## src/hdl/gce_ram.sv

```systemverilog
// gce_ram: generic single write, single read ram with registered read
// no dependencies

module gce_ram #(
   parameter int WIDTH = 8,
   parameter int DEPTH = 256
) (
   input  logic                     clock,
   input  logic                     wr_en,
   input  logic [$clog2(DEPTH)-1:0] wr_addr,
   input  logic [WIDTH-1:0]         wr_data,
   input  logic                     rd_en,
   input  logic [$clog2(DEPTH)-1:0] rd_addr,
   output logic [WIDTH-1:0]         rd_data
);

   logic [WIDTH-1:0] mem_ff [DEPTH];
   logic [WIDTH-1:0] rd_data_ff;

   always_ff @(posedge clock) begin
      if (wr_en) begin
         mem_ff[wr_addr] <= wr_data;
      end
      if (rd_en) begin
         rd_data_ff <= mem_ff[rd_addr];
      end
   end

   assign rd_data = rd_data_ff;

endmodule

```

## config.mk

```make
export PLATFORM = sky130hd
export DESIGN_NAME = gce_ram
export DESIGN_NICKNAME = d
export VERILOG_FILES = /design/src/hdl/gce_ram.sv
export SDC_FILE = /design/constraint.sdc
export NUM_CORES = 2
export LEC_CHECK = 0
export ABC_AREA = 0
export ABC_CLOCK_PERIOD_IN_PS = 6100
export BUFFER_PORTS_ARGS = -buffer_cell sky130_fd_sc_hd__buf_2
export CAP_MARGIN = 20
export CORE_MARGIN = 2
export CORE_UTILIZATION = 30
export CTS_CLUSTER_SIZE = 24
export DETAILED_ROUTE_END_ITERATION = 16
export GPL_TIMING_DRIVEN = 0
export PLACE_DENSITY = 0.53
export SYNTH_ARGS = -nofsm -noshare
export SYNTH_HDL_FRONTEND = slang
export SYNTH_SLANG_ARGS = --single-unit
```

## constraint.sdc

```tcl
create_clock -name clock -period 6.1 [get_ports clock]
set_input_delay 0.915 -clock clock [delete_from_list [all_inputs] [get_ports clock]]
set_output_delay 0.915 -clock clock [all_outputs]
set_load 0.02 [all_outputs]
```

# Word-level counts from Yosys, hierarchy flattened
# Memory sizes are Yosys's and may differ from the RTL's. A register that Yosys moved wholly into a read port is not among the register bits.
# Index checks and enable logic that the tools add are counted.
[classes] n_mux=2
[ops] op="two-way mux 1 bit" count=2
[word_totals] word_cells=3 ramBits=2048 out_inout_bits=8 ff_bits=0 n_memories=1
[memory_table] memory="mem_ff" words=256 word_bits=8 rd=1 rd_ports_with_merged_regs=1 write_ports=1 line="17" rtl="logic [WIDTH-1:0] mem_ff [DEPTH];"

# Logic depth before layout (Yosys ltp)
[logic_depth] ltp_word=2 mapped_depth=11 ltp_nobuf=6

# Least setup slack after synthesis
# Ideal clock, no wire load.
[synth_timing] kind="input to register" startpoint="in rd_addr[0]" endpoint="reg rd_data_ff[2] (netlist: rd_data[2]), read port of mem_ff, data pin" path_slack_ns=3.109 arrival_time_ns=2.722 n_path_buf=4 setup_time_ns=0.269 cell_stages=9 path_cell_list="buf_6 > buf_12 > buf_8 > buf_2 > mux4_2 > a22oi_1 > a21oi_1 > nor4_1 > nor4_2"
[synth_rtl] element="from (decl)" line="13" rtl="input logic [$clog2(DEPTH)-1:0] rd_addr,"
[synth_rtl] element="to (decl)" line="18" rtl="logic [WIDTH-1:0] rd_data_ff;"

==> results by group <==
Yosys
  • Mean post-synth cell area: 21.3 um^2
  • Top-area cell type share of the netlist area: 77.5%
  • Yosys top cell by area: edfxtp_1
  • Post-Syn Instances: 3733
  • Post-synthesis sequential area ratio: 77.5%
  • Ranking of synthesized cells by area: edfxtp_1 (78%), mux4_2 (13%), mux2i_1 (1.7%), nor2_1 (1.3%), a22oi_1 (1.3%)
  • Synth async-reset ratio: 0%
  • Syn Nets: 3760
  • Cell area after synthesis: 0.0796 mm^2
  • Synth warn: 0
  • Synth Register Bits: 2056
  • Main synth FF type: edfxtp_1
  • Number of synthesized flops with an enable pin: 2056
  • Yosys cell types: 54

Worst setup path
  • Max FO, Critical Path: 12
  • Worst setup EP type: flip-flop
  • Top cell by count, worst path: clkbuf_1
  • Startpoint type of the worst setup path: primary input
  • Slowest CP cell: clkbuf_1
  • Worst EP arrival: 5.49 ns
  • Worst path cell trace: buf_2 -> buf_4 -> clkbuf_1 -> clkbuf_1 -> clkbuf_2 -> a2111oi_0 -> buf_1 -> nor3_1 -> nor4_2
  • CP peak stage delay: 0.95 ns
  • Crit Path Class: in2reg
  • Worst endpoint required time: 6.62 ns

Pwr
  • Tot Pwr: 30.2 mW
  • Lkg Pwr: 27.8 nW
  • PwrDens: 328 mW/mm^2
  • Peak VDD IR: 0.287 mV

Routing
  • Iter 0 DRT Violations: 6037
  • Final ANT Viol Nets: 0
  • Post-DR vias/cell: 5.34
  • Drt pass-1 iters: 6
  • DR DRC count: 0
  • Routed WL: 257 mm
  • Vias: 41300
  • Wirelength per Cell: 33.2 um

Worst hold path
  • Hold Path Class: in2reg

Placed design
  • Routability Congestion: 0.907
  • Pre-CTS WS: 0.391 ns
  • IO buf count: 27
  • Dpl hpwl: 171 mm
  • Placed cell count: 7337

Global route
  • Initial antenna violation count: 24
  • Vias in the first global route: 40500
  • GRT Util Overall: 18.7%
  • GR Overflow Total: 0
  • Largest net degree at the start of global routing: 157
  • Global-route wire length before repair: 346 mm

Clock tree
  • Cts hold-fix bufs: 0
  • Maximum root-to-sink buffer count: 3
  • Root Buffer: clkbuf_16
  • Total setup buffers inserted after CTS: 0
  • Clock latency on the worst-skew pair: 0.89 ns
  • CTS tree: yes
  • Resized cells post-CTS: 0
  • CTS sink cnt: 2056
  • Clk pin slew, worst setup/hold paths: 0.06 ns
  • Cts bufs inserted: 213
  • CTS HTree Levels: 4

Status
  • Outcome: completed

STA
  • Slew HR: 18.3%
  • Setup-failing EPs final: 0
  • Worst Tran Pin Value: 1.23 ns
  • Final worst slack: 1.13 ns
  • Final Hold Violating Endpoints: 0
  • Max Slew Vio Count: 0
  • Layout Skew: 0.0379 ns
  • RSZ-0062 raised after global routing: no
  • Tmin final: 4.97 ns
  • Max Fclk: 201 MHz
  • Final period utilization: 81.5%

Floorplan
  • Initial core utilization: 30.1%
  • Die X: 519 um
  • Die Height: 519 um
  • Row count: 189
  • Die outline area: 0.270 mm^2
  • Core area: 0.265 mm^2
  • IO Count: 35

Finish
  • Layout cells sized above 1: 22.9%
  • Layout filler cell count: 24600
  • Number of nets in the layout: 4051
  • Area Growth Syn to Fin: 15.4%
  • FF/Latch Area: 0.0617 mm^2
  • Cell Count, Final, Fillers Out: 7747
  • Multi-input combinational cell area: 0.0165 mm^2

Job
  • Max-Cap Viols: 0
-- layout make-up --
| type | count | area share [%] |
|---|---|---|
| inverter | 2 | 0.00817 |
| multi-input combinational | 1442 | 17.9 |
| buffer | 233 | 1.61 |
| sequential | 2056 | 67.2 |
| clock buffer | 262 | 6.05 |
| clock inverter | 132 | 1.36 |
| timing repair buffer | 76 | 1.03 |
| tap | 3533 | 4.81 |
| antenna | 11 | 0.0300 |
-- cell usage in the layout (no fill, tap or decap), drive strengths merged, types with 47 or more instances in the layout --
master  instances
a21oi          96
a22oi         133
buf           194
clkbuf        376
clkinv         98
edfxtp       2056
mux2i         134
mux4          456
nor2          282
o221ai         47
-- synthesized netlist by cell type (27+ instances only) --
cell,number
nor2_1,282
edfxtp_1,2056
o22ai_1,28
nand2_1,33
o221ai_1,46
nand3_1,34
clkbuf_1,111
mux4_2,454
a21oi_1,96
buf_2,31
buf_4,27
a22oi_1,133
mux2i_1,134
nor2b_1,31
-- power breakdown --
part	switching, mW	internal [mW]
Clock	5.61	7.24
Sequential	0.0145	15.6
Combinational	1.21	0.516
-- worst max-delay path, delay by kind of cell --
family / cells / cell delay, ns
buffers and inverters: 6 / 3.18
AOI/OAI and AO/OA: 1 / 0.16
and+or+nand+nor: 2 / 1.13
-- flip-flops by register name, summed over array words and instances, names as in the netlist --
signal	count
rd_data	8
mem_ff	2048
-- logic make-up after synthesis --
kind of cell	share of synthesized area, %
buffers and inverters	1.83
DFF	77.5
and+or+nand+nor	2.63
muxes	14.6
AOI/OAI and AO/OA	3.42
-- stage by stage --
stage	hold slack [ns]	utilization (%)	area (um^2)	setup TNS, ns
after floorplan	0.864	-	79600	0
after global placement	1.17	31.8	84200	-1.89
after detailed placement	1.17	32.1	85000	0
after CTS	0.436	34.7	91800	0
after global routing	0.463	34.7	91900	0
final	0.467	34.7	91900	0
-- final timing paths --
check                  from             to  slack [ns]  cells past startpoint
max              rd_addr[4]     rd_data[0]        1.13                      9
min              wr_data[2]  mem_ff[82][2]        0.47                      1
max reg2reg   mem_ff[83][3]     rd_data[3]        2.50                      6
min reg2reg  mem_ff[218][2]     rd_data[2]        1.22                      5
-- routing by layer --
| layer | routed length [um] | vias to the layer above | track usage, % |
|---|---|---|---|
| li1 | - | 16300 | - |
| met1 | 102000 | 22400 | 24.6 |
| met2 | 121000 | 2154 | 29.5 |
| met3 | 22300 | 455 | 4.36 |
| met4 | 12100 | 10 | 8.13 |
| met5 | 115 | - | 0.160 |
Power figures use the tool's default switching activity.
