### src/hdl/gce_pkg.sv
// gce_pkg: shared sizes, codes and types of the glyph cache
// no dependencies; used by every module of the cache except the generic ram

package gce_pkg;

   // number of cache entries, 2 to 256 (the slot output is SLOT_OUT_W = 8 bits wide)
   localparam int ENTRIES  = 256;
   localparam int SLOT_W   = (ENTRIES > 1) ? $clog2(ENTRIES) : 1;

   // cells are chained in groups; the priority chain runs inside a group
   localparam int GROUP    = 8;
   localparam int GRP_W    = $clog2(GROUP);
   localparam int GROUPS   = (ENTRIES + GROUP - 1) / GROUP;
   localparam int GIDX_W   = (GROUPS > 1) ? $clog2(GROUPS) : 1;
   localparam int PAD_CELLS = GROUPS * GROUP;

   // field widths
   localparam int CHAR_W   = 21;
   localparam int SIZE_W   = 8;
   localparam int FONT_W   = 2;
   localparam int KEY_W    = CHAR_W + SIZE_W + FONT_W;
   localparam int BYTE_W   = 8;
   localparam int GNUM_W   = 16;
   localparam int META_W   = 5 * BYTE_W + GNUM_W;
   localparam int HANDLE_W = 32;
   localparam int RAM_W    = META_W + HANDLE_W;
   localparam int SLOT_OUT_W = 8;

   // operation codes
   localparam logic OP_LOOKUP = 1'b0;
   localparam logic OP_INSERT = 1'b1;

   // key broadcast to every cell; write set only for the cell at the replacement pointer
   typedef struct packed {
      logic             write;
      logic [KEY_W-1:0] key;
   } cell_ctl_type;

   // what a cell shows to the rest of the row
   typedef struct packed {
      logic valid;
      logic match;
      logic found;
      logic first;
   } cell_stat_type;

   // registered result of one group
   typedef struct packed {
      logic             found;
      logic [GRP_W-1:0] idx;
   } grp_stat_type;

endpackage

### src/hdl/gce_cell.sv
// gce_cell: one cache entry tag cell (valid bit, key, registered compare)
// depends on gce_pkg; hands its found flag on to the next cell of its group

module gce_cell
   import gce_pkg::*;
(
   input  logic          clock,
   input  logic          reset,
   input  cell_ctl_type  ctl,
   input  logic          prior_found,
   output cell_stat_type stat
);

   logic             valid_ff, valid_in;
   logic [KEY_W-1:0] key_ff, key_in;
   logic             match_ff, match_in;

   always_comb begin
      valid_in = valid_ff | ctl.write;
      key_in   = ctl.write ? ctl.key : key_ff;
      match_in = valid_ff && (key_ff == ctl.key);
   end

   always_ff @(posedge clock) begin
      if (reset) begin
         valid_ff <= 1'b0;
      end else begin
         valid_ff <= valid_in;
      end
   end

   always_ff @(posedge clock) begin
      key_ff   <= key_in;
      match_ff <= match_in;
   end

   // lowest matching cell of the group claims the hit
   assign stat.valid = valid_ff;
   assign stat.match = match_ff;
   assign stat.found = prior_found | match_ff;
   assign stat.first = match_ff & ~prior_found;

endmodule

### config.mk
export PLATFORM = sky130hd
export DESIGN_NAME = gce_cell
export DESIGN_NICKNAME = d
export VERILOG_FILES = /design/src/hdl/gce_pkg.sv /design/src/hdl/gce_cell.sv
export SDC_FILE = /design/constraint.sdc
export NUM_CORES = 1
export LEC_CHECK = 0
export CAP_MARGIN = 15
export CORE_MARGIN = 1.5
export CORE_UTILIZATION = 64
export CTS_BUF_LIST = sky130_fd_sc_hd__clkbuf_2 sky130_fd_sc_hd__clkbuf_4 sky130_fd_sc_hd__clkbuf_8
export CTS_CLUSTER_SIZE = 40
export DETAILED_ROUTE_END_ITERATION = 8
export DONT_BUFFER_PORTS = 1
export GPL_ROUTABILITY_DRIVEN = 0
export GPL_TIMING_DRIVEN = 0
export PLACE_DENSITY = 0.89
export RECOVER_POWER = 100
export SYNTH_ARGS = -nofsm -noshare
export SYNTH_HDL_FRONTEND = slang
export SYNTH_SLANG_ARGS = --single-unit
### constraint.sdc
create_clock -name clock -period 1.5 [get_ports clock]
set_input_delay 0.075 -clock clock [delete_from_list [all_inputs] [get_ports clock]]
set_output_delay 0.075 -clock clock [all_outputs]
set_load 0.005 [all_outputs]
* Word-level counts from Yosys, hierarchy flattened *
Cells that the tools add are included.

cells by class
  eq/ne operators = 1
  bitwise gates (word level) = 4
  reduce and logical (&&, ||, !) cells = 1

operator list
  cell                  count
  31-bit equality test  1
  1-bit bitwise OR      2
  1-bit bitwise AND     1
  1-bit logical AND     1
  1-bit NOT             1

storage, ports and cells
  flip-flop bits (word level) = 33
  output and inout port bits = 4
  bits of input ports = 35

* Depth between registers and ports, before layout *
Gate-level depths: netlist of run 1.

  depth after elaboration = 2
  gate-level depth with buffers = 4
  gate-level depth less buffers = 4

* Worst setup path after synthesis of run 1 *
No wires, ideal clock.

  path kind = register to register
  from = register key_ff[17]
  to = register match_ff
  buffers on the path = 0
  library setup time = 0.088 ns
  period minus slack after synthesis = 1.162 ns
  cell stages (with the launch flop) = 5
  data arrival time = 1.074 ns
  slack = 0.338 ns
  path through = edfxtp_1 xor2_1 nor4_2 nand2_1 nor4_2

between the ends
  longest elaborated chain between the ends = 2

ends and longest elaborated chain
  item                      RTL line        RTL
  start: declaration        gce_cell.sv:15  logic [KEY_W-1:0] key_ff, key_in;
  start signal: assignment  gce_cell.sv:33  key_ff <= key_in;
  31-bit equality test      gce_cell.sv:21  match_in = valid_ff && (key_ff == ctl.key);
  1-bit logical AND         gce_cell.sv:21
  net match_in              gce_cell.sv:16  logic match_ff, match_in;
  end signal: assignment    gce_cell.sv:34  match_ff <= match_in;
  end: declaration          gce_cell.sv:16

The timed path passes the listed nets, and every way through them passes these cells.
A chain may end at the register's enable or synchronous reset.

* Worst setup path after layout of run 1 *
  from = register key_ff[1]
  to = register match_ff

Same word-level chain as after synthesis.

==> metrics.csv, run 1 <==
metric,value,unit
total wire length after detailed routing,3490,µm
outcome,"finished, violations left",
Rel. slew slack,0.485,
prevailing post-synth register cell,sky130_fd_sc_hd__edfxtp_1,
final max-slew violation count,0,
cell mode on critical path,sky130_fd_sc_hd__nor4_2,
count of cells along the worst register-to-register path,4,
Leakage,0.635,nW
maximum clock frequency,664,MHz
final core utilization,0.907,
largest cells by area after synthesis,"sky130_fd_sc_hd__edfxtp_1 68%, sky130_fd_sc_hd__xor2_1 15%, sky130_fd_sc_hd__xnor2_1 4.5%, sky130_fd_sc_hd__dfxtp_1 2.9%, sky130_fd_sc_hd__nor4_2 2.8%",
fraction of synthesis flops using an asynchronous set or reset pin,0,
transition time at the pin with the least slew margin,0.772,ns
layout filler cell count,67,
layout-stage area growth over the synthesis result,31.9,%
CTS tree,yes,
final critical-path share of the clock period,1.00,
worst setup path class,register to register,
per-cell routed wire length,23.3,µm
area of the core region,1980,µm²
first-pass GRT wire length,5100,µm
synthesized netlist cell count,81,
TritonCTS buffer count,5,
pwr/cell area,1020,nW/µm²
mean instance size in the synthesized netlist,16.8,µm²
clock sink count,33,
max cap viols,0,
number of hold violations in the final report,0,
Nets,157,
effective utilization at floorplan,0.688,
fraction of final layout cells sized beyond drive strength 1,0.122,
final critical-path required period,1.51,ns
setup slack of the worst register-to-register path,-0.005,ns
crit path launch type,register,
All-Layer GR Usage,0.316,
final worst setup slack,-0.00510,ns
pre-CTS setup slack,0.194,ns
average via count per standard cell,5.68,
"top cells by count, synth","31 x sky130_fd_sc_hd__edfxtp_1, 24 x sky130_fd_sc_hd__xor2_1, 7 x sky130_fd_sc_hd__xnor2_1",
netlist area before placement,1360,µm²
FF-to-FF End,match_ff,
count of warnings emitted by yosys,0,
die span in y,49.1,µm
DRC violations left,0,
Post-synth EDFFs,31,
"Seq/Total Area, Yosys",0.713,
Final Skew,0.0153,ns
detailed placement HPWL,1390,µm
first-pass detailed-route iteration total,4,
unrepaired setup endpoints after global routing,yes,
die boundary width,49.1,µm
Detail Route Antenna Nets,0,
source-to-sink clock delay at the later pin of the worst-skew pair,0.33,ns
flip-flop and latch count after synthesis,33,
vias post-DR,852,
Std-Cell Rows,16,
Hold Startpoint,ctl[8],
area share of the largest cell type after synthesis,0.683,
pin count of the biggest net entering global routing,32,
cells along the critical path,xor2_1 -> nor4_2 -> nand4_1 -> nor4_2,
Max Buffers Root-to-Sink,2,
first-iteration detailed-routing DRC count,33,
number of setup violations in the final report,1,
violations in the final reports,negative setup slack,
Boundary Pins,39,
Worst Hold End,match_ff,
global route overflow,0,
Post-CTS Repair Setup Buffers,0,
dominant cell by count in the synthesized netlist,sky130_fd_sc_hd__edfxtp_1,
floorplan die area,2410,µm²
"Net Count, Synth",116,
Root Buffer Master,sky130_fd_sc_hd__clkbuf_4,
number of H-tree levels,2,
number of antenna violations at the first check in global routing,0,
port buffer count,0,
largest fanout on the critical path,1,
"CTS clk-pin slew, worst paths",0.09,ns
"Distinct cells, synth",12,
number of global-route vias before repair,971,
Reg-to-Reg Start,key_ff[1],
delay of the slowest cell on the worst path,0.43,ns
Power Total,1.84,mW
Peak supply drop,1.01,mV
worst min path class,primary input to register,
sort of element at the end of the critical path,register,
number of antenna repair diodes,0,
"area leader, netlist",sky130_fd_sc_hd__edfxtp_1,
hold-critical path depth,3,
slowest stage cell on the critical path,sky130_fd_sc_hd__edfxtp_1,
arrival time at the worst endpoint,1.73,ns
required time reported for the critical path endpoint,1.72,ns
[layer usage]
layer,vias up,part of all wire,track usage
met5,-,0,0
met4,0,0.026,0.114
met3,9,0.052,0.0613
met2,47,0.57,0.599
met1,417,0.35,0.345
li1,379,-,-
[repair_timing]
item | 4_1_cts | 5_1_grt
setup endpoints to repair | 0 | 1
gates resized for setup | 0 | 2
hold buffers | 34 | 0
hold endpoints to repair | 64 | 0
[where the power goes]
part           internal [mW]  switching, mW  total, mW
combinational          0.119         0.0989      0.218
sequential              1.09         0.0402       1.13
clock                  0.216          0.279      0.495
total                   1.42          0.418       1.84
[how the worst max path moves through the flow]
stage / startpoint / to / slack [ns] / cells after the start
final: key_ff[1] / match_ff / -0.005 / 4
after global routing: key_ff[30] / match_ff / -0.03 / 4
after CTS: key_ff[16] / match_ff / 0.16 / 4
after detailed placement: key_ff[1] / match_ff / 0.19 / 4
after global placement: key_ff[16] / match_ff / 0.22 / 4
after floorplan: key_ff[17] / match_ff / 0.34 / 4
[placed cells by master (no fill, tap or decap)]
cell type                       Yosys  routed
sky130_fd_sc_hd__dlygate4sd3_1      0      33
sky130_fd_sc_hd__edfxtp_1          31      31
sky130_fd_sc_hd__xor2_1            24      24
sky130_fd_sc_hd__clkbuf_4           0       8
sky130_fd_sc_hd__xnor2_1            7       7
sky130_fd_sc_hd__nor4_2             3       5
sky130_fd_sc_hd__nand4_1            3       3
sky130_fd_sc_hd__nor4_1             4       2
sky130_fd_sc_hd__nor2_1             2       2
sky130_fd_sc_hd__dfxtp_1            2       2
sky130_fd_sc_hd__nand2_1            1       1
sky130_fd_sc_hd__or2_2              1       1
sky130_fd_sc_hd__nor2b_1            1       1
sky130_fd_sc_hd__clkbuf_1           0       1
sky130_fd_sc_hd__clkinv_1           0       1
sky130_fd_sc_hd__clkbuf_2           0       1
[sequential cells by signal, summed over array words and instances, names as in the netlist]
register	count
key_ff	31
valid_ff	1
match_ff	1
[layout make-up]
cell class	instances	area, µm²	share of cell area
buffer	2	11.3	0.00627
clock buffer	7	52.6	0.0292
clock inverter	1	3.75	0.00209
multi-input combinational	46	389	0.217
sequential	33	971	0.540
tap	27	33.8	0.0188
timing repair buffer	34	335	0.187
[metrics by stage]
| step | TNS [ns] | instance area (µm²) | instances | hold slack (ns) |
|---|---|---|---|---|
| 2_1_floorplan | 0 | 1360 | 81 | 0.147 |
| 3_3_place_gp | 0 | 1400 | 108 | 0.149 |
| 3_5_place_dp | 0 | 1400 | 108 | 0.156 |
| 4_1_cts | 0 | 1800 | 150 | 0.00364 |
| 5_1_grt | -0.0338 | 1800 | 150 | 0.0107 |
| 6_report | -0.00510 | 1800 | 150 | 0.0234 |
[worst max-delay path: cells and delay by family (launching register included)]
family           cells  cell delay (ns)
AND/OR/NAND/NOR      3             0.80
flip-flops           1             0.43
XOR/XNOR             1             0.19
[cell families after synthesis]
| group | after synthesis | share of synthesized area |
|---|---|---|
| buf+inv | 2 | 0.0110 |
| flops | 33 | 0.713 |
| xor+xnor | 31 | 0.199 |
| simple gates | 15 | 0.0771 |
No activity file was read; power rests on OpenSTA's default activity.
==> inputs of run 2 (changes only) <==
HOLD_SLACK_MARGIN = 0.06   (was not set)
==> run 2 against run 1 <==
  * The flow now finishes without violations
  * Sequential share of layout area fell by 0.41 points
  * Largest power group unchanged
  * Worst hold slack improved by 0.11 ns
  * Critical path type unchanged
  * Sequential power barely moved
==> metrics.csv, run 2 (synthesis results as in run 1) <==
metric,value,unit,change
Post-CTS Repair Setup Buffers,0,,unchanged
number of hold violations in the final report,0,,unchanged
pin count of the biggest net entering global routing,32,,unchanged
number of global-route vias before repair,1002,,+3.2%
die span in y,49.1,µm,unchanged
area of the multi-input gates,389,µm²,unchanged
total negative slack,0,ns,+0.00510 ns
number of H-tree levels,2,,unchanged
Rel. slew slack,0.515,,+0.0294
global route overflow,0,,unchanged
unrepaired setup endpoints after global routing,no,,
Peak supply drop,0.946,mV,-6.3%
average via count per standard cell,5.55,,-2.3%
source-to-sink clock delay at the later pin of the worst-skew pair,0.34,ns,about the same
crit path launch type,register,,
first-iteration detailed-routing DRC count,41,,+24%
layout-stage area growth over the synthesis result,32.9,%,
max cap viols,0,,unchanged
detailed placement HPWL,1390,µm,unchanged
final core utilization,0.914,,+0.00694
DRC violations left,0,,unchanged
area of all sequential standard cells,971,µm²,unchanged
outcome,finished clean,,
count of cells along the worst register-to-register path,4,,unchanged
Largest register FFs,31,,unchanged
final critical-path required period,1.41,ns,-0.0977 ns
Final Skew,0.0143,ns,-0.000967 ns
Nets,158,,+0.64%
Boundary Pins,39,,unchanged
Std-Cell Rows,16,,unchanged
layout filler cell count,62,,-7.5%
register ranked first by flip-flop count,key_ff,,
fraction of final layout cells sized beyond drive strength 1,0.129,,+0.00708
All-Layer GR Usage,0.307,,-0.00953
total wire length after detailed routing,3110,µm,-11%
number of antenna repair diodes,0,,unchanged
final worst setup slack,0.0926,ns,+0.0977 ns
"CTS clk-pin slew, worst paths",0.10,ns,about the same
floorplan die area,2410,µm²,unchanged
final max-slew violation count,0,,unchanged
TritonCTS buffer count,5,,unchanged
Detail Route Antenna Nets,0,,unchanged
arrival time at the worst endpoint,1.65,ns,-0.08 ns
CTS tree,yes,,
final critical-path share of the clock period,0.938,,-0.0651
required time reported for the critical path endpoint,1.74,ns,+0.02 ns
largest fanout on the critical path,1,,unchanged
Root Buffer Master,sky130_fd_sc_hd__clkbuf_4,,
largest registers in the final layout,"key_ff: 31 flops, match_ff: 1 flops, valid_ff: 1 flops",,
maximum clock frequency,711,MHz,+6.9%
worst min path class,primary input to register,,
worst setup path class,register to register,,
port buffer count,0,,unchanged
number of setup violations in the final report,0,,-1
pwr/cell area,1010,nW/µm²,-1.4%
"top library cells by usage in the layout, fill and taps aside","34 x sky130_fd_sc_hd__dlygate4sd3_1, 31 x sky130_fd_sc_hd__edfxtp_1, 24 x sky130_fd_sc_hd__xor2_1",,
effective utilization at floorplan,0.688,,unchanged
number of antenna violations at the first check in global routing,0,,unchanged
hold-critical path depth,4,,+1
vias post-DR,838,,-1.6%
first-pass detailed-route iteration total,4,,unchanged
Max Buffers Root-to-Sink,2,,unchanged
die boundary width,49.1,µm,unchanged
area of the core region,1980,µm²,unchanged
clock sink count,33,,unchanged
most common library cell in the layout ignoring fill and taps,sky130_fd_sc_hd__dlygate4sd3_1,,
Leakage,0.643,nW,+1.2%
sort of element at the end of the critical path,register,,
per-cell routed wire length,20.6,µm,-11%
transition time at the pin with the least slew margin,0.728,ns,-0.0441 ns
pre-CTS setup slack,0.194,ns,unchanged
first-pass GRT wire length,4940,µm,-3.1%
run 2: cell types whose count changed in the layout (fill, tap and decap cells not counted), sizes merged:
cell | previous run | this run
dlygate4sd3 | 33 | 34
run 2: where the power goes:
part           total [mW]  switching (mW)  internal [mW]
Clock               0.493           0.277          0.216
Sequential           1.12          0.0360           1.09
Combinational       0.214          0.0934          0.121
Total                1.83           0.406           1.42
run 2: final cells by class:
type / count / share of cell area
sequential: 33 / 0.536
multi-input combinational: 46 / 0.215
timing repair buffer: 35 / 0.191
clock buffer: 7 / 0.0290
tap: 27 / 0.0187
buffer: 2 / 0.00829
clock inverter: 1 / 0.00207
run 2: final timing paths:
check | startpoint | end | slack [ns]
worst max register to register | key_ff[27] | match_ff | 0.09
worst max-delay path | key_ff[27] | match_ff | 0.09
worst min register to register | valid_ff | match_ff | 0.54
worst min-delay path | ctl[19] | match_ff | 0.14
run 2: per-stage QoR:
step                instances  total power, mW  hold slack, ns  instance area, µm²
finish                    151             1.83           0.137                1810
global route              151             1.88           0.180                1810
CTS                       151             1.80           0.104                1810
detailed placement        108             1.24           0.156                1400
global placement          108             1.23           0.149                1400
floorplan                  81             1.22           0.147                1360
run 2: repair_timing:
item                                    CTS  global route
endpoints found under the setup margin    0             1
gates resized for setup                   0             2
endpoints found under the hold margin    64             0
hold buffers                             35             0
run 2: per-layer routing:
metal  GRT usage  wire length [µm]  vias up
met5           0                 0        -
met4       0.210               119        0
met3      0.0951               205       12
met2       0.511              1650       49
met1       0.332              1140      399
li1            -                 -      378
run 2: critical path, cell delays in order (launching register included):
cell and delay, ns:
sky130_fd_sc_hd__edfxtp_1 0.41, sky130_fd_sc_hd__xor2_1 0.18, sky130_fd_sc_hd__nor4_2 0.31, sky130_fd_sc_hd__nand4_1 0.22
sky130_fd_sc_hd__nor4_2 0.19
